===== src/design/ctd_pkg.sv =====
`timescale 1ns / 1ps

package ctd_pkg;

    // field and state widths
    localparam int SAMPLE_W = 16;
    localparam int SUM_W    = 27;
    localparam int COUNT_W  = 11;
    localparam int CAL_W    = 10;
    localparam int HIST_W   = 32;
    localparam int ADDR_W   = 4;
    localparam int DATA_W   = 32;

    // running count is halved once it passes this
    localparam logic [COUNT_W-1:0] COUNT_LIMIT = 11'd1000;

    // full-scale sample value
    localparam logic [SAMPLE_W-1:0] FULL16 = 16'hFFFF;

    // register reset values
    localparam logic [CAL_W-1:0]    CAL_RESET    = 10'd100;
    localparam logic [SAMPLE_W-1:0] THRESH_RESET = 16'd50;
    localparam logic [HIST_W-1:0]   MASK_RESET   = 32'd15;

    // register index, taken from paddr[3:2]
    typedef enum logic [1:0] {
        REG_CAL    = 2'd0,
        REG_THRESH = 2'd1,
        REG_MASK   = 2'd2,
        REG_NONE   = 2'd3
    } reg_idx_t;

endpackage


===== src/design/ctd_divider.sv =====
`timescale 1ns / 1ps

module ctd_divider
(
    input  logic                          clk,
    input  logic                          rst_n,
    input  logic                          start,
    input  logic [ctd_pkg::SUM_W-1:0]     dividend,
    input  logic [ctd_pkg::COUNT_W-1:0]   divisor,
    output logic                          done,
    output logic [ctd_pkg::SAMPLE_W-1:0]  quotient
);
    import ctd_pkg::*;

    localparam int STEP_W = $clog2(SAMPLE_W);
    localparam logic [STEP_W-1:0] LAST_STEP = STEP_W'(SAMPLE_W - 1);

    typedef enum logic {
        DIV_IDLE,
        DIV_RUN
    } div_state_t;

    div_state_t            state_reg;
    logic [STEP_W-1:0]     step_reg;
    logic [COUNT_W-1:0]    rem_reg;
    logic [COUNT_W-1:0]    divisor_reg;
    logic [SAMPLE_W-1:0]   quot_reg;
    logic                  sat_reg;
    logic                  done_reg;

    logic [COUNT_W:0]      rem_shift;
    logic [COUNT_W:0]      diff;
    logic                  fits;

    // one restoring step: shift in the next dividend bit and try the subtract
    always_comb
    begin
        rem_shift = {rem_reg, quot_reg[SAMPLE_W-1]};
        diff      = rem_shift - {1'b0, divisor_reg};
        fits      = (rem_shift >= {1'b0, divisor_reg});
    end

    // sequencer: upper bits checked for overflow at load, then one bit a cycle
    always_ff @(posedge clk or negedge rst_n)
    begin
        if (!rst_n)
        begin
            state_reg <= DIV_IDLE;
            step_reg  <= '0;
            done_reg  <= 1'b0;
        end
        else
        begin
            done_reg <= 1'b0;
            unique case (state_reg)
                DIV_IDLE:
                begin
                    if (start)
                    begin
                        state_reg <= DIV_RUN;
                        step_reg  <= '0;
                    end
                end
                DIV_RUN:
                begin
                    step_reg <= step_reg + 1'b1;
                    if (step_reg == LAST_STEP)
                    begin
                        state_reg <= DIV_IDLE;
                        done_reg  <= 1'b1;
                    end
                end
                default:
                begin
                    state_reg <= DIV_IDLE;
                end
            endcase
        end
    end

    // datapath: quot_reg holds the low dividend bits and shifts the quotient in behind them
    always_ff @(posedge clk)
    begin
        if (state_reg == DIV_IDLE && start)
        begin
            divisor_reg <= divisor;
            rem_reg     <= dividend[SUM_W-1:SAMPLE_W];
            quot_reg    <= dividend[SAMPLE_W-1:0];
            sat_reg     <= ({1'b0, dividend[SUM_W-1:SAMPLE_W]} >= {1'b0, divisor});
        end
        else if (state_reg == DIV_RUN)
        begin
            rem_reg  <= fits ? diff[COUNT_W-1:0] : rem_shift[COUNT_W-1:0];
            quot_reg <= {quot_reg[SAMPLE_W-2:0], fits};
        end
    end

    assign done     = done_reg;
    assign quotient = sat_reg ? FULL16 : quot_reg;

endmodule


===== src/design/cap_touch_detector.sv =====
`timescale 1ns / 1ps
// from sample acceptance to result valid: ST_START starts the bit-serial divider
//   that forms the baseline (16 quotient steps), ST_DIVIDE waits for its done and
//   ST_FINISH writes the result once the result side keeps up
// a new sample is taken only in ST_IDLE, after the current one is written out
// reset: tracking state, flags, configuration registers and result valid return to
//   their reset values; the block is ready as soon as reset is released

module cap_touch_detector
(
    input  logic                          clk,
    input  logic                          rst_n,
    // configuration port
    input  logic                          psel,
    input  logic                          penable,
    input  logic                          pwrite,
    input  logic [ctd_pkg::ADDR_W-1:0]    paddr,
    input  logic [ctd_pkg::DATA_W-1:0]    pwdata,
    output logic [ctd_pkg::DATA_W-1:0]    prdata,
    output logic                          pready,
    // sample channel
    input  logic                          sample_valid,
    output logic                          sample_ready,
    input  logic [ctd_pkg::SAMPLE_W-1:0]  sample,
    input  logic                          clear_touch,
    // result channel
    output logic                          result_valid,
    input  logic                          result_ready,
    output logic                          pressed,
    output logic                          touch_latched,
    output logic                          above_threshold,
    output logic [ctd_pkg::SAMPLE_W-1:0]  baseline,
    output logic [ctd_pkg::SAMPLE_W-1:0]  peak_high,
    output logic [ctd_pkg::SAMPLE_W-1:0]  peak_low
);
    import ctd_pkg::*;

    typedef enum logic [1:0] {
        ST_IDLE,
        ST_START,
        ST_DIVIDE,
        ST_FINISH
    } state_t;

    // configuration registers
    logic [CAL_W-1:0]    cal_reg;
    logic [SAMPLE_W-1:0] thresh_reg;
    logic [HIST_W-1:0]   mask_reg;

    // tracking state
    state_t              state_reg;
    logic [SUM_W-1:0]    sum_reg;
    logic [COUNT_W-1:0]  count_reg;
    logic [SAMPLE_W-1:0] avg_reg;
    logic [SAMPLE_W-1:0] max_reg;
    logic [SAMPLE_W-1:0] min_reg;
    logic [HIST_W-1:0]   hist_reg;
    logic                pressed_reg;
    logic                latch_reg;
    logic                above_reg;

    // result register
    logic                out_valid_reg;
    logic                out_pressed_reg;
    logic                out_latch_reg;
    logic                out_above_reg;
    logic [SAMPLE_W-1:0] out_base_reg;
    logic [SAMPLE_W-1:0] out_high_reg;
    logic [SAMPLE_W-1:0] out_low_reg;

    logic                in_fire;
    logic                cfg_write;
    reg_idx_t            cfg_idx;
    logic                slot_free;
    logic                div_done;
    logic [SAMPLE_W-1:0] div_quot;

    logic [SAMPLE_W:0]   limit;
    logic                above_next;
    logic [HIST_W-1:0]   hist_next;
    logic [HIST_W-1:0]   masked;
    logic                pressed_next;

    assign in_fire   = sample_valid && sample_ready;
    assign cfg_write = psel && penable && pwrite;
    assign cfg_idx   = reg_idx_t'(paddr[3:2]);
    assign slot_free = !out_valid_reg || result_ready;

    // baseline divider
    ctd_divider u_div
    (
        .clk      (clk),
        .rst_n    (rst_n),
        .start    (state_reg == ST_START),
        .dividend (sum_reg),
        .divisor  (count_reg),
        .done     (div_done),
        .quotient (div_quot)
    );

    // threshold test against the previous baseline, at 17 bits
    always_comb
    begin
        limit      = {1'b0, avg_reg} + {1'b0, thresh_reg};
        above_next = ({1'b0, count_reg} >= {2'b00, cal_reg}) &&
                     ({1'b0, sample} > limit);
    end

    // debounce of the history
    always_comb
    begin
        hist_next    = {hist_reg[HIST_W-2:0], above_reg};
        masked       = hist_next & mask_reg;
        pressed_next = pressed_reg;
        if (pressed_next && masked == '0)
        begin
            pressed_next = 1'b0;
        end
        if (!pressed_next && masked == mask_reg)
        begin
            pressed_next = 1'b1;
        end
    end

    // configuration register file
    always_ff @(posedge clk or negedge rst_n)
    begin
        if (!rst_n)
        begin
            cal_reg    <= CAL_RESET;
            thresh_reg <= THRESH_RESET;
            mask_reg   <= MASK_RESET;
        end
        else if (cfg_write)
        begin
            unique case (cfg_idx)
                REG_CAL:    cal_reg    <= pwdata[CAL_W-1:0];
                REG_THRESH: thresh_reg <= pwdata[SAMPLE_W-1:0];
                REG_MASK:   mask_reg   <= pwdata[HIST_W-1:0];
                default:    ;
            endcase
        end
    end

    // register read back
    always_comb
    begin
        unique case (cfg_idx)
            REG_CAL:    prdata = {{(DATA_W-CAL_W){1'b0}}, cal_reg};
            REG_THRESH: prdata = {{(DATA_W-SAMPLE_W){1'b0}}, thresh_reg};
            REG_MASK:   prdata = mask_reg;
            default:    prdata = '0;
        endcase
    end

    assign pready = 1'b1;

    // item sequencer and tracking state
    always_ff @(posedge clk or negedge rst_n)
    begin
        if (!rst_n)
        begin
            state_reg     <= ST_IDLE;
            sum_reg       <= '0;
            count_reg     <= '0;
            avg_reg       <= FULL16;
            max_reg       <= '0;
            min_reg       <= FULL16;
            hist_reg      <= '0;
            pressed_reg   <= 1'b0;
            latch_reg     <= 1'b0;
            above_reg     <= 1'b0;
            out_valid_reg <= 1'b0;
        end
        else
        begin
            if (out_valid_reg && result_ready)
            begin
                out_valid_reg <= 1'b0;
            end
            unique case (state_reg)
                ST_IDLE:
                begin
                    if (in_fire)
                    begin
                        if (clear_touch)
                        begin
                            latch_reg <= 1'b0;
                        end
                        if (sample > max_reg)
                        begin
                            max_reg <= sample;
                        end
                        if (sample < min_reg)
                        begin
                            min_reg <= sample;
                        end
                        above_reg <= above_next;
                        count_reg <= count_reg + 1'b1;
                        sum_reg   <= sum_reg + {{(SUM_W-SAMPLE_W){1'b0}}, sample};
                        state_reg <= ST_START;
                    end
                end
                ST_START:
                begin
                    state_reg <= ST_DIVIDE;
                end
                ST_DIVIDE:
                begin
                    if (div_done)
                    begin
                        state_reg <= ST_FINISH;
                    end
                end
                ST_FINISH:
                begin
                    if (slot_free)
                    begin
                        avg_reg     <= div_quot;
                        if (count_reg > COUNT_LIMIT)
                        begin
                            count_reg <= count_reg >> 1;
                            sum_reg   <= sum_reg >> 1;
                        end
                        hist_reg    <= hist_next;
                        pressed_reg <= pressed_next;
                        if (pressed_next)
                        begin
                            latch_reg <= 1'b1;
                        end
                        out_valid_reg <= 1'b1;
                        state_reg     <= ST_IDLE;
                    end
                end
                default:
                begin
                    state_reg <= ST_IDLE;
                end
            endcase
        end
    end

    // result payload
    always_ff @(posedge clk)
    begin
        if (state_reg == ST_FINISH && slot_free)
        begin
            out_pressed_reg <= pressed_next;
            out_latch_reg   <= latch_reg || pressed_next;
            out_above_reg   <= above_reg;
            out_base_reg    <= div_quot;
            out_high_reg    <= max_reg;
            out_low_reg     <= min_reg;
        end
    end

    assign sample_ready    = (state_reg == ST_IDLE);
    assign result_valid    = out_valid_reg;
    assign pressed         = out_pressed_reg;
    assign touch_latched   = out_latch_reg;
    assign above_threshold = out_above_reg;
    assign baseline        = out_base_reg;
    assign peak_high       = out_high_reg;
    assign peak_low        = out_low_reg;

endmodule

===== config.mk =====
export PLATFORM = sky130hd
export DESIGN_NAME = cap_touch_detector
export DESIGN_NICKNAME = d
export VERILOG_FILES = /design/src/design/ctd_pkg.sv /design/src/design/ctd_divider.sv /design/src/design/cap_touch_detector.sv
export SDC_FILE = /design/constraint.sdc
export NUM_CORES = 1
export LEC_CHECK = 0
export BUFFER_PORTS_ARGS = -buffer_cell sky130_fd_sc_hd__buf_2
export CORE_UTILIZATION = 40
export CTS_CLUSTER_SIZE = 10
export DETAILED_ROUTE_END_ITERATION = 12
export HOLD_SLACK_MARGIN = 0.08
export PLACE_DENSITY = 0.57
export RECOVER_POWER = 25
export SLEW_MARGIN = 20
export SYNTH_ARGS = -nofsm -noshare
export SYNTH_HDL_FRONTEND = slang
export SYNTH_SLANG_ARGS = --single-unit

===== constraint.sdc =====
create_clock -name clk -period 3.8 [get_ports clk]
set_input_delay 0.38 -clock clk [delete_from_list [all_inputs] [get_ports clk]]
set_output_delay 0.38 -clock clk [all_outputs]
set_load 0.01 [all_outputs]

* Word level (Yosys, flattened, before mapping)
Cells that the tools add are included.
** Operators by class
- Mux-type cells :: 36
- Eq/ne operators :: 14
- $lt $le $gt $ge :: 7
- Reductions and logical operators :: 28
- Bitwise logic cells :: 2
- Add/sub/neg operators :: 5
** Operator list (count)
- $pmux 32 s3 :: 1
- $mux 27 :: 3
- $mux 11 :: 6
- $pmux 27 s2 :: 1
- $mux 16 :: 3
- $and 32x32->32 :: 1
- $eq 32x32->1 :: 1
- $logic_not 32->1 :: 1
- $add 27x16->27 :: 1
- $pmux 11 s2 :: 1
- $add 16x16->17 :: 1
- $gt 16x17->1 :: 1
- $gt 16x16->1 :: 1
- $lt 16x16->1 :: 1
- $mux 1 :: 13
- $ge 12x11->1 :: 1
- $add 11x1->11 const B :: 1
- $ge 11x10->1 :: 1
- $ge 11x11->1 :: 1
- $gt 11x10->1 const B :: 1
- $sub 11x11->11 :: 1
- $reduce_and 2->1 :: 5
- $logic_and 1x1->1 :: 9
- $reduce_and 3->1 :: 3
- other kinds (18) :: 33
** Word-level totals
- Register bits :: 277

* Logic depth before layout (Yosys ltp)
Gate-level depths: netlist (run 1).
- Word-level depth :: 10
- Mapped depth :: 15
- Mapped depth without buffers :: 15

* Modules after synthesis
A second synthesis (run 1) with hierarchy kept.
** Unflattened totals
- Cells, all modules :: 1590
- Area, all modules :: 16067.9 um^2
** Modules (own cells, without submodules)
- cap_touch_detector :: cells an instance 1297, times used 1, area each 13222.7 um^2
- ctd_divider :: cells an instance 293, times used 1, area each 2845.2 um^2

* Worst setup path after synthesis (run 1)
Ideal clock, no wire load.
- Kind :: reg-to-reg
- From :: register state_reg[0]
- To :: register out_above_reg (netlist: above_threshold), enable pin
- Required time :: 3.365 ns
- Setup slack :: 0.564 ns
- Stages on the path, launching flop included :: 6
- Library setup time :: 0.435 ns
- Period minus slack after synthesis :: 3.236 ns
- Data arrival time :: 2.800 ns
- Buffers on the path :: 2
- Path through :: dfrtp_1 -> ha_1 -> nand2_1 -> inv_1 -> buf_1 -> clkbuf_1
** On the way
- Word-level cells in the longest chain between the ends :: 2
** RTL lines
- start: declaration :: line cap_touch_detector.sv:51 : state_t state_reg;
- start signal: assignment :: line cap_touch_detector.sv:163 : state_reg <= ST_IDLE;
- start signal: assignment :: line cap_touch_detector.sv:201 : state_reg <= ST_START;
- start signal: assignment :: line cap_touch_detector.sv:206 : state_reg <= ST_DIVIDE;
- $eq 2x2->1 :: line cap_touch_detector.sv:246 : if (state_reg == ST_FINISH && slot_free)
- $logic_and 1x1->1 :: line cap_touch_detector.sv:246
- end signal: assignment :: line cap_touch_detector.sv:250 : out_above_reg <= above_reg;
- end: declaration :: line cap_touch_detector.sv:66 : logic out_above_reg;
Every way passes these cells.
A chain may end at the register's enable or synchronous reset.

* Final worst setup path (run 1)
- From :: register thresh_reg[0]
- To :: register above_reg
** On the way
- Word-level cells in the longest chain between the ends :: 3
** RTL lines
- start: declaration :: line cap_touch_detector.sv:47 : logic [SAMPLE_W-1:0] thresh_reg;
- start signal: assignment :: line cap_touch_detector.sv:138 : REG_THRESH: thresh_reg <= pwdata[SAMPLE_W-1:0];
- $add 16x16->17 :: line cap_touch_detector.sv:104 : limit = {1'b0, avg_reg} + {1'b0, thresh_reg};
- $gt 16x17->1 :: line cap_touch_detector.sv:106 : ({1'b0, sample} > limit);
- $logic_and 1x1->1 :: line cap_touch_detector.sv:105 : above_next = ({1'b0, count_reg} >= {2'b00, cal_reg}) &&
- end signal: assignment :: line cap_touch_detector.sv:198 : above_reg <= above_next;
- end: declaration :: line cap_touch_detector.sv:60 : logic above_reg;
Every way passes these cells.

==> impl_metrics.toml, run 1 <==
[worst_setup_path]
cp_slowest_stage_delay_ps = 410
worst-path-buf-inv = 0
cp.required_ps = 4210
cp_top_family = "compound AO/OA/AOI/OAI gates"
crit_type = "flop to flop"
timing.critical_path.mode_cell = "ha_1"
cpMaxStageDelayCell = "fa_1"
crit_fanout = 3
crit_chain = "ha_1, fa_1, a21o_1, a21boi_1, o21ai_0, a211oi_2, xor2_1, ha_1, nand2_1, nor2_1, a2111oi_0, nand3_1, a21oi_1, o31ai_1"
r2r_cells = 14
cp_num_cells = 14
worstPathArrival_ps = 3860
endpoint_kind = "flop"
start_kind = "flop"

[sta]
worst_pin_slew_ps = 2620
maxSlewViolCount = 161
period_share = 0.908
fin_skew_ps = 20.3
fmax_ghz = 0.290
tns_ps = 0
setup_viol = 0
setup_ws_ps = 348
period_needed_ps = 3450
finalHoldViolCount = 0
rsz0062_at_grt = "false"
maxSlewHeadroom = -0.744

[detailed_routing]
avgRoutedWirePerCell_um = 19.0
num_vias = 11997
drc = 0
routed_wl_mm = 42.5
detail-route-antenna-nets = 0
avgViaCountPerCell = 5.36
first_iter_violations = 717
dr.pass1.iters = 5

[synth]
netlist_instances = 1533
synth_area_leaders = "dfrtp_1, edfxtp_1, ha_1"
ys_warn_count = 0
syn-cell-area_mm2 = 0.0154
synth_top_area_cell = "dfrtp_1"
yosysSeqAreaShare = 0.482
synth-seq-cells = 277
synth_most_common_cell = "nand2_1"
async_flop_share = 0.675
dominantRegCellSynth = "dfrtp_1"
synth_nets = 1714
synth-edff-count = 90
synth_area_per_cell_um2 = 10.1
yosys-top-cells-count = "nand2_1, dfrtp_1, ha_1"
synth.distinct_cells = 82
synth_top_area_frac = 0.235

[power_and_ir_drop]
p_int_w = 0.00887
power_w = 0.0146
power_frac_seq = 0.357
power_leakage_nw = 8.11
ir_worst_vdd_mv = 0.473
pwr-share-comb = 0.424
pwr-share-clk = 0.218
p_per_area_mw_per_mm2 = 808
p_switching_w = 0.00568
netSwitchingFraction = 0.391

[placed_design]
io_buffers = 142
place_congestion = 0.862
dp_slack_ps = 390
dp.final_hpwl_mm = 30.7
dp_cells = 2151

[global_routing]
grt.total_usage = 0.220
grt_pass1_wl_mm = 66.2
antenna_found_initial = 2
grt_overflow = 0
first_global_vias = 11753
grt_max_degree = 97

[worst_hold_path]
hp-class = "primary input to flop"
hold_depth = 3

[floorplan]
ios = 146
die_h_um = 198
start_util = 0.408
fp.coreArea_mm2 = 0.0378
die-area_mm2 = 0.0393
die_w_um = 198
rows = 71

[final_layout]
final_util = 0.476
drive_gt1_frac = 0.193
instances_no_fill = 2240
area_growth_pct = 16.8
nets = 1882
num_antenna_cells = 0
largest_reg_flops = 32

[clock_network]
cts_tree = "done"
clockBufferDepth = 3
post_cts_buffers = 0
cts-root-buf = "clkbuf_16"
post_cts_resized = 0
cts_buffers = 36
clk_pin_slew_ps = 60
htreeDepth = 2
cts.sinks = 277
clk_latency_ps = 540

[status]
outcome = "finished with violations"
violations = "capacitance limit, slew limit"

[flow_run]
max-cap-violations = 2
==> worst paths after layout <==
path                                      startpoint                      end  slack, ps
max in group asynchronous                      rst_n   min_reg[5]$_DFFE_PN1P_        990
setup reg to reg           thresh_reg[0]$_DFFE_PN0P_    above_reg$_DFFE_PN0P_        350
min in group asynchronous                      rst_n  max_reg[10]$_DFFE_PN0P_       1150
setup / recovery           thresh_reg[0]$_DFFE_PN0P_    above_reg$_DFFE_PN0P_        350
hold reg to reg               max_reg[1]$_DFFE_PN0P_   peak_high[1]$_DFFE_PP_        450
hold / removal                             pwdata[2]   cal_reg[2]$_DFFE_PN1P_        100
==> placed cells by master, fill, tap and decap left out, drive strengths merged, types with 62 or more instances in the layout <==
master  instances
buf           157
nor2           73
a21oi          73
edfxtp         90
o21ai         111
nand2         255
mux2           65
inv           118
clkbuf         62
ha            118
dfrtp         145
==> logic make-up after synthesis <==
kind of cell | after synthesis | share of synthesized area
AO/OA/AOI/OAI | 349 | 0.146
buffers and inverters | 172 | 0.0441
flip-flops | 277 | 0.482
AND/OR/NAND/NOR | 488 | 0.144
other | 1 | 0.000243
adder cells (fa/ha/maj) | 121 | 0.0996
XOR/XNOR | 31 | 0.0176
multiplexers | 94 | 0.0663
==> metrics by stage <==
step           instance area [µm²]  hold slack (ps)
2_1_floorplan                15400             84.4
3_3_place_gp                 16700              427
3_5_place_dp                 16700              447
4_1_cts                      18000             80.6
5_1_grt                      18000              102
6_report                     18000             98.0
==> routing by layer <==
metal	share of wire	routed length (µm)	up-vias	track usage
met5	0	0	-	0
met4	0.026	1090	0	0.0715
met3	0.049	2100	67	0.0301
met2	0.47	20000	307	0.358
met1	0.45	19300	5834	0.303
li1	-	-	5789	-
==> worst register-to-register path, cell delays in order, from the launching register on <==
cell,delay (ps)
dfrtp_1,390
ha_1,230
fa_1,410
a21o_1,190
a21boi_1,260
o21ai_0,150
a211oi_2,300
xor2_1,190
ha_1,260
nand2_1,110
nor2_1,70
a2111oi_0,410
nand3_1,120
a21oi_1,140
o31ai_1,90
==> power by group through the flow <==
stage,logic [W],registers (W),clock network (W)
2_1_floorplan,0.00458,0.00502,0
3_3_place_gp,0.00600,0.00524,0
3_5_place_dp,0.00614,0.00527,0
4_1_cts,0.00620,0.00523,0.00326
5_1_grt,0.00696,0.00533,0.00338
6_report,0.00618,0.00520,0.00318
==> area by class of cell <==
type | count | area (µm²)
Multi-Input combinational cell | 1084 | 7310
Tap cell | 511 | 639
Fill cell | 3622 | 19800
Timing Repair Buffer | 184 | 1090
Sequential cell | 277 | 7430
Clock inverter | 8 | 101
Inverter | 118 | 445
Clock buffer | 58 | 993
==> repair_timing <==
action | in CTS | in global routing
hold buffers | 23 | 0
endpoints found under the setup margin | 0 | 0
endpoints found under the hold margin | 91 | 0
Power figures use the tool's default switching activity.
==> run 2: changes to the inputs <==
--- a/config.mk
+++ b/config.mk
@@ -5,12 +5,15 @@
 export SDC_FILE = /design/constraint.sdc
 export NUM_CORES = 1
 export LEC_CHECK = 0
+export ABC_AREA = 1
 export BUFFER_PORTS_ARGS = -buffer_cell sky130_fd_sc_hd__buf_2
+export CAP_MARGIN = 5
 export CORE_UTILIZATION = 40
 export CTS_CLUSTER_SIZE = 10
 export DETAILED_ROUTE_END_ITERATION = 12
 export HOLD_SLACK_MARGIN = 0.08
-export PLACE_DENSITY = 0.57
+export MAX_ROUTING_LAYER = met4
+export PLACE_DENSITY = 0.56
 export RECOVER_POWER = 25
 export SLEW_MARGIN = 20
 export SYNTH_ARGS = -nofsm -noshare
==> run 2 against run 1 <==
  * Critical path depth down 3
  * Critical path type unchanged
  * Count of clock-buffer cells in the layout up 2
  * Synthesized area is 1.8% higher
  * The run still ends with capacitance limit, slew limit left
==> impl_metrics.toml, run 2 <==
[status]
outcome = "finished with violations"
violations = "capacitance limit, slew limit"

[sta]
period_share = 0.864
finalHoldViolCount = 0
setup_ws_ps = 516
period_needed_ps = 3280
fmax_ghz = 0.305
rsz0062_at_grt = "false"
setup_viol = 0
hold_ws_ps = 94.6
tns_ps = 0
fin_skew_ps = 24.2
maxSlewHeadroom = -0.630
worst_pin_slew_ps = 2450
maxSlewViolCount = 87

[floorplan]
rows = 72
die-area_mm2 = 0.0400
start_util = 0.406
die_w_um = 200
die_h_um = 200
ios = 146
fp.coreArea_mm2 = 0.0386

[global_routing]
grt_max_degree = 88
first_global_vias = 12217
antenna_found_initial = 0
grt_overflow = 0
grt.total_usage = 0.225
grt_pass1_wl_mm = 67.6

[detailed_routing]
avgRoutedWirePerCell_um = 16.5
num_vias = 12960
routed_wl_mm = 42.4
dr.pass1.iters = 5
first_iter_violations = 850
avgViaCountPerCell = 5.04
detail-route-antenna-nets = 0
drc = 0

[synth]
synth_most_common_cell = "nand2_1"
yosys-top-cells-count = "nand2_1, inv_1, o21ai_0"
netlist_instances = 1859
syn-cell-area_mm2 = 0.0157
yosysSeqAreaShare = 0.474
synth-edff-count = 90
synth_area_per_cell_um2 = 8.44
dominantRegCellSynth = "dfrtp_1"
synth_top_area_frac = 0.231
synth.distinct_cells = 53
synth-seq-cells = 277
synth_nets = 2040
ys_warn_count = 0
synth_area_leaders = "dfrtp_1, edfxtp_1, nand2_1"
async_flop_share = 0.675
synth_top_area_cell = "dfrtp_1"

[clock_network]
post_cts_resized = 0
clk_pin_slew_ps = 60
clockBufferDepth = 3
clk_latency_ps = 530
cts_buffers = 35
cts-root-buf = "clkbuf_16"
cts.sinks = 277
htreeDepth = 2
cts_tree = "done"

[worst_setup_path]
r2r_start = "state_reg[0]$_DFFE_PN0P_"
crit_chain = "ha_1, clkinvlp_2, nand2_1, nand2_1, o21bai_1, nand2_2, inv_4, nand2_4, inv_2, a211oi_1, nor2_1"
cp.required_ps = 4210
crit_type = "flop to flop"
endpoint_kind = "flop"
worstPathArrival_ps = 3690
r2r_cells = 11
r2r_end = "sum_reg[16]$_DFFE_PN0P_"
crit_path_end = "sum_reg[16]$_DFFE_PN0P_"
start_kind = "flop"
cp-startpoint = "state_reg[0]$_DFFE_PN0P_"
cpMaxStageDelayCell = "clkinvlp_2"
timing.critical_path.mode_cell = "nand2_1"
crit_fanout = 24
r2r_setup_slack_ps = 520
cp_slowest_stage_delay_ps = 830

[final_layout]
area_growth_pct = 16.1
num_antenna_cells = 0
largest_reg_flops = 32
drive_gt1_frac = 0.131
layout_common_cells = "nand2_1, inv_1, o21ai_0, dfrtp_1, buf_2"
nets = 2208
n_fill_cell = 3821
layout_commonest_cell = "nand2_1"
final_util = 0.471

[power_and_ir_drop]
ir_worst_vdd_mv = 0.372
power_leakage_nw = 8.64
p_per_area_mw_per_mm2 = 836

[placed_design]
io_buffers = 142
place_congestion = 0.927
dp_slack_ps = 660
dp.final_hpwl_mm = 31.5

[worst_hold_path]
hp-class = "primary input to flop"

[flow_run]
max-cap-violations = 1
[run 2: cell count changes after synthesis, sizes merged, moves of 15 or more]
cell and delta:
inv +131, mux2i -29, o211ai +15, mux2 -59, a21oi +27, o21ai +88, and2 -19, nand2 +235
a22oi -19, nand3 +51, a21o -18, nor2 +40
[run 2: area by class of cell]
| class | count | area [µm²] | area share |
|---|---|---|---|
| multi-input combinational | 1281 | 7080 | 0.388 |
| tap | 518 | 648 | 0.0356 |
| inverter | 251 | 951 | 0.0522 |
| timing repair buffer | 181 | 1060 | 0.0581 |
| sequential | 277 | 7430 | 0.408 |
| clock inverter | 3 | 30.0 | 0.00165 |
| clock buffer | 60 | 1020 | 0.0560 |
[run 2: routing by layer]
layer	wire (µm)	share of wire	track usage	vias up
li1	-	-	-	6505
met1	20600	0.49	0.313	6084
met2	19000	0.45	0.351	311
met3	1960	0.046	0.0254	60
met4	822	0.019	0.0543	0
met5	0	0	-	-
[run 2: worst min-delay path by stage]
stage / from / endpoint / slack (ps) / cells past startpoint
after floorplan: rst_n / above_reg$_DFFE_PN0P_ / 80 / 0
after global placement: latch_reg$_DFFE_PN0P_ / latch_reg$_DFFE_PN0P_ / 450 / 2
after detailed placement: avg_reg[9]$_DFFE_PN1P_ / avg_reg[9]$_DFFE_PN1P_ / 450 / 2
after CTS: pwdata[5] / mask_reg[5]$_DFFE_PN0P_ / 90 / 3
after global routing: pwdata[31] / mask_reg[31]$_DFFE_PN0P_ / 100 / 3
final: pwdata[5] / mask_reg[5]$_DFFE_PN0P_ / 90 / 3
[run 2: where the power goes]
part / total [W] / switching [W] / internal [W]
registers: 0.00544 / 0.000912 / 0.00453
clock network: 0.00309 / 0.00126 / 0.00182
logic: 0.00671 / 0.00422 / 0.00249
total: 0.0152 / 0.00639 / 0.00884
[run 2: logic make-up (layout without fill, tap and decap cells)]
logic type,count (synthesis),after routing,share of synthesized area
AO/OA/AOI/OAI,387,387,0.137
XOR/XNOR,29,29,0.0162
adder cells (fa/ha/maj),121,121,0.0979
buffers and inverters,301,495,0.0765
flip-flops,277,277,0.474
multiplexers,6,6,0.00430
other,1,1,0.000239
AND/OR/NAND/NOR,737,737,0.194
[run 2: timing repair]
item | CTS | global route
setup buffers | 0 | 0
hold buffers | 22 | 0
hold endpoints to repair | 89 | 0
[run 2: through the flow]
step	cells	instance area [µm²]	power, W
detailed placement	2486	17000	0.0122
floorplan	1859	15700	0.0102
global route	2571	18200	0.0166
global placement	2486	17000	0.0121
finish	2571	18200	0.0152
CTS	2571	18200	0.0154
[run 2: critical path: cells and delay by family (launching register included)]
family	cells	cell delay (ps)
AND/OR/NAND/NOR	5	920
adder cells (fa/ha/maj)	1	300
AO/OA/AOI/OAI	2	380
buffers and inverters	3	1180
flip-flops	1	380
==> run 3: changes to the inputs <==
--- a/config.mk
+++ b/config.mk
@@ -5,7 +5,7 @@
 export SDC_FILE = /design/constraint.sdc
 export NUM_CORES = 1
 export LEC_CHECK = 0
-export ABC_AREA = 1
+export ABC_AREA = 0
 export BUFFER_PORTS_ARGS = -buffer_cell sky130_fd_sc_hd__buf_2
 export CAP_MARGIN = 5
 export CORE_UTILIZATION = 40
@@ -13,8 +13,10 @@
 export DETAILED_ROUTE_END_ITERATION = 12
 export HOLD_SLACK_MARGIN = 0.08
 export MAX_ROUTING_LAYER = met4
-export PLACE_DENSITY = 0.56
+export PLACE_DENSITY = 0.57
 export RECOVER_POWER = 25
+export REMOVE_ABC_BUFFERS = 1
+export SKIP_CTS_REPAIR_TIMING = 1
 export SLEW_MARGIN = 20
 export SYNTH_ARGS = -nofsm -noshare
 export SYNTH_HDL_FRONTEND = slang
==> run 3 against run 2 <==
  * The run still ends with capacitance limit, slew limit left
  * Cell area decreased by 1.7%
  * Critical path depth increased by 3
  * Clock power increased by 5%
  * Worst hold slack got worse by 33 ps
  * Utilization increased by 0.18 points
  * Flip-flop and latch count unchanged
  * Largest power group unchanged
==> impl_metrics.toml, run 3 (synthesis gave the netlist of run 1 again) <==
[status]
outcome = "finished with violations"
violations = "capacitance limit, slew limit"

[worst_setup_path]
r2r_setup_slack_ps = 360
r2r_cells = 14
cpMaxStageDelayCell = "dfrtp_1"
start_kind = "flop"
cp.required_ps = 4220
cp_slowest_stage_delay_ps = 400
r2r_end = "above_reg$_DFFE_PN0P_"
endpoint_kind = "flop"
crit_chain = "ha_1, fa_1, a21o_1, a21boi_2, o21ai_0, a211oi_2, nand2b_1, a31oi_1, xor2_1, ha_1, o21ai_0, a211oi_1, nand4_1, o31ai_1"
worst-path-buf-inv = 0
worstPathArrival_ps = 3850
r2r_start = "thresh_reg[0]$_DFFE_PN0P_"
crit_fanout = 3
cp_top_family = "compound AO/OA/AOI/OAI gates"
crit_type = "flop to flop"

[final_layout]
stdcell_area_mm2 = 0.0179
layout_commonest_cell = "nand2_1"
num_antenna_cells = 0
largest_reg_flops = 32
drive_gt1_frac = 0.200
nets = 1867
area_growth_pct = 16.1
layout_common_cells = "nand2_1, dfrtp_1, buf_2, ha_1, inv_1"

[worst_hold_path]
hold_path_startpoint = "pwdata[18]"
holdPathEnd = "mask_reg[18]$_DFFE_PN0P_"
hp-class = "primary input to flop"
hold_depth = 3

[placed_design]
place_congestion = 0.918
place_area_mm2 = 0.0167
io_buffers = 142
dp_slack_ps = 400
dp.final_hpwl_mm = 30.3

[floorplan]
rows = 71
die_h_um = 198
fp.coreArea_mm2 = 0.0378
start_util = 0.408
die_w_um = 198
ios = 146
die-area_mm2 = 0.0393

[sta]
setup_ws_ps = 363
period_share = 0.904
hold_ws_ps = 61.5
maxSlewViolCount = 74
fin_skew_ps = 15.3
fmax_ghz = 0.291
rsz0062_at_grt = "false"
finalHoldViolCount = 0
maxSlewHeadroom = -0.424
setup_viol = 0
period_needed_ps = 3440
tns_ps = 0
worst_pin_slew_ps = 2140

[detailed_routing]
avgRoutedWirePerCell_um = 18.7
detail-route-antenna-nets = 0
avgViaCountPerCell = 5.36
dr.pass1.iters = 5
first_iter_violations = 799
routed_wl_mm = 41.7
drc = 0
num_vias = 11925

[flow_run]
max-cap-violations = 1

[global_routing]
grt_max_degree = 85
grt_pass1_wl_mm = 65.3
top_usage_layer = "met2"
grt_overflow = 0
grtUsageMet3 = 0.0295
grt.total_usage = 0.222
groute.layer.met1.usage = 0.307
antenna_found_initial = 0
met2_usage = 0.344
first_global_vias = 11448

[clock_network]
htreeDepth = 2
clk_latency_ps = 530
cts_tree = "done"
clockBufferDepth = 3
cts_buffers = 36
clk_pin_slew_ps = 60
cts-root-buf = "clkbuf_16"
cts.sinks = 277

[power_and_ir_drop]
power_w = 0.0146
p_per_area_mw_per_mm2 = 816
ir_worst_vdd_mv = 0.530
power_leakage_nw = 8.06
## run 3: cell types whose count changed in the layout (fill, tap and decap cells not counted), sizes merged, moves of 18 or more
cell   previous run  this run
nand2           490       255
inv             249       119
o21ai           199       111
mux2              6        65
nand3            69        18
nor2            113        73
mux2i             0        29
a21oi           100        73
a22oi             0        19
and2              0        19
a21o              7        25
## run 3: tightest hold or removal path: cells and delay by family
family	cells	cell delay [ps]
buf+inv	1	70
simple gates	1	30
compound gates	1	60
## run 3: final cells by class
type                    count  area (µm²)
fillers                  3618       19900
flip-flops and latches    277        7430
multi-input cells        1084        7330
clock buffers              59        1040
repair buffers            169         931
well taps                 511         639
inverters                 118         445
clock inverters             7        96.3
## run 3: stage by stage
stage	cells	utilization
after CTS	2217	0.472
after global placement	2151	0.442
after detailed placement	2151	0.442
after global routing	2225	0.473
after floorplan	1479	-
final	2225	0.473
## run 3: worst max-delay path by stage
stage	from	to	slack, ps	depth (start not counted)
after detailed placement	thresh_reg[0]$_DFFE_PN0P_	above_reg$_DFFE_PN0P_	400	14
after global placement	thresh_reg[0]$_DFFE_PN0P_	above_reg$_DFFE_PN0P_	440	14
final	thresh_reg[0]$_DFFE_PN0P_	above_reg$_DFFE_PN0P_	360	14
after CTS	thresh_reg[0]$_DFFE_PN0P_	above_reg$_DFFE_PN0P_	380	14
after floorplan	state_reg[0]$_DFFE_PN0P_	sum_reg[24]$_DFFE_PN0P_	-2060	7
after global routing	thresh_reg[0]$_DFFE_PN0P_	above_reg$_DFFE_PN0P_	60	14
## run 3: routing by layer
metal / part of all wire / vias up
met5: 0 / -
met4: 0.019 / 0
met3: 0.049 / 54
met2: 0.46 / 297
met1: 0.47 / 5816
li1: - / 5758
## run 3: report_power, final
group	switching (W)	internal [W]
registers	0.000808	0.00438
clock network	0.00129	0.00194
logic	0.00355	0.00264
total	0.00565	0.00896
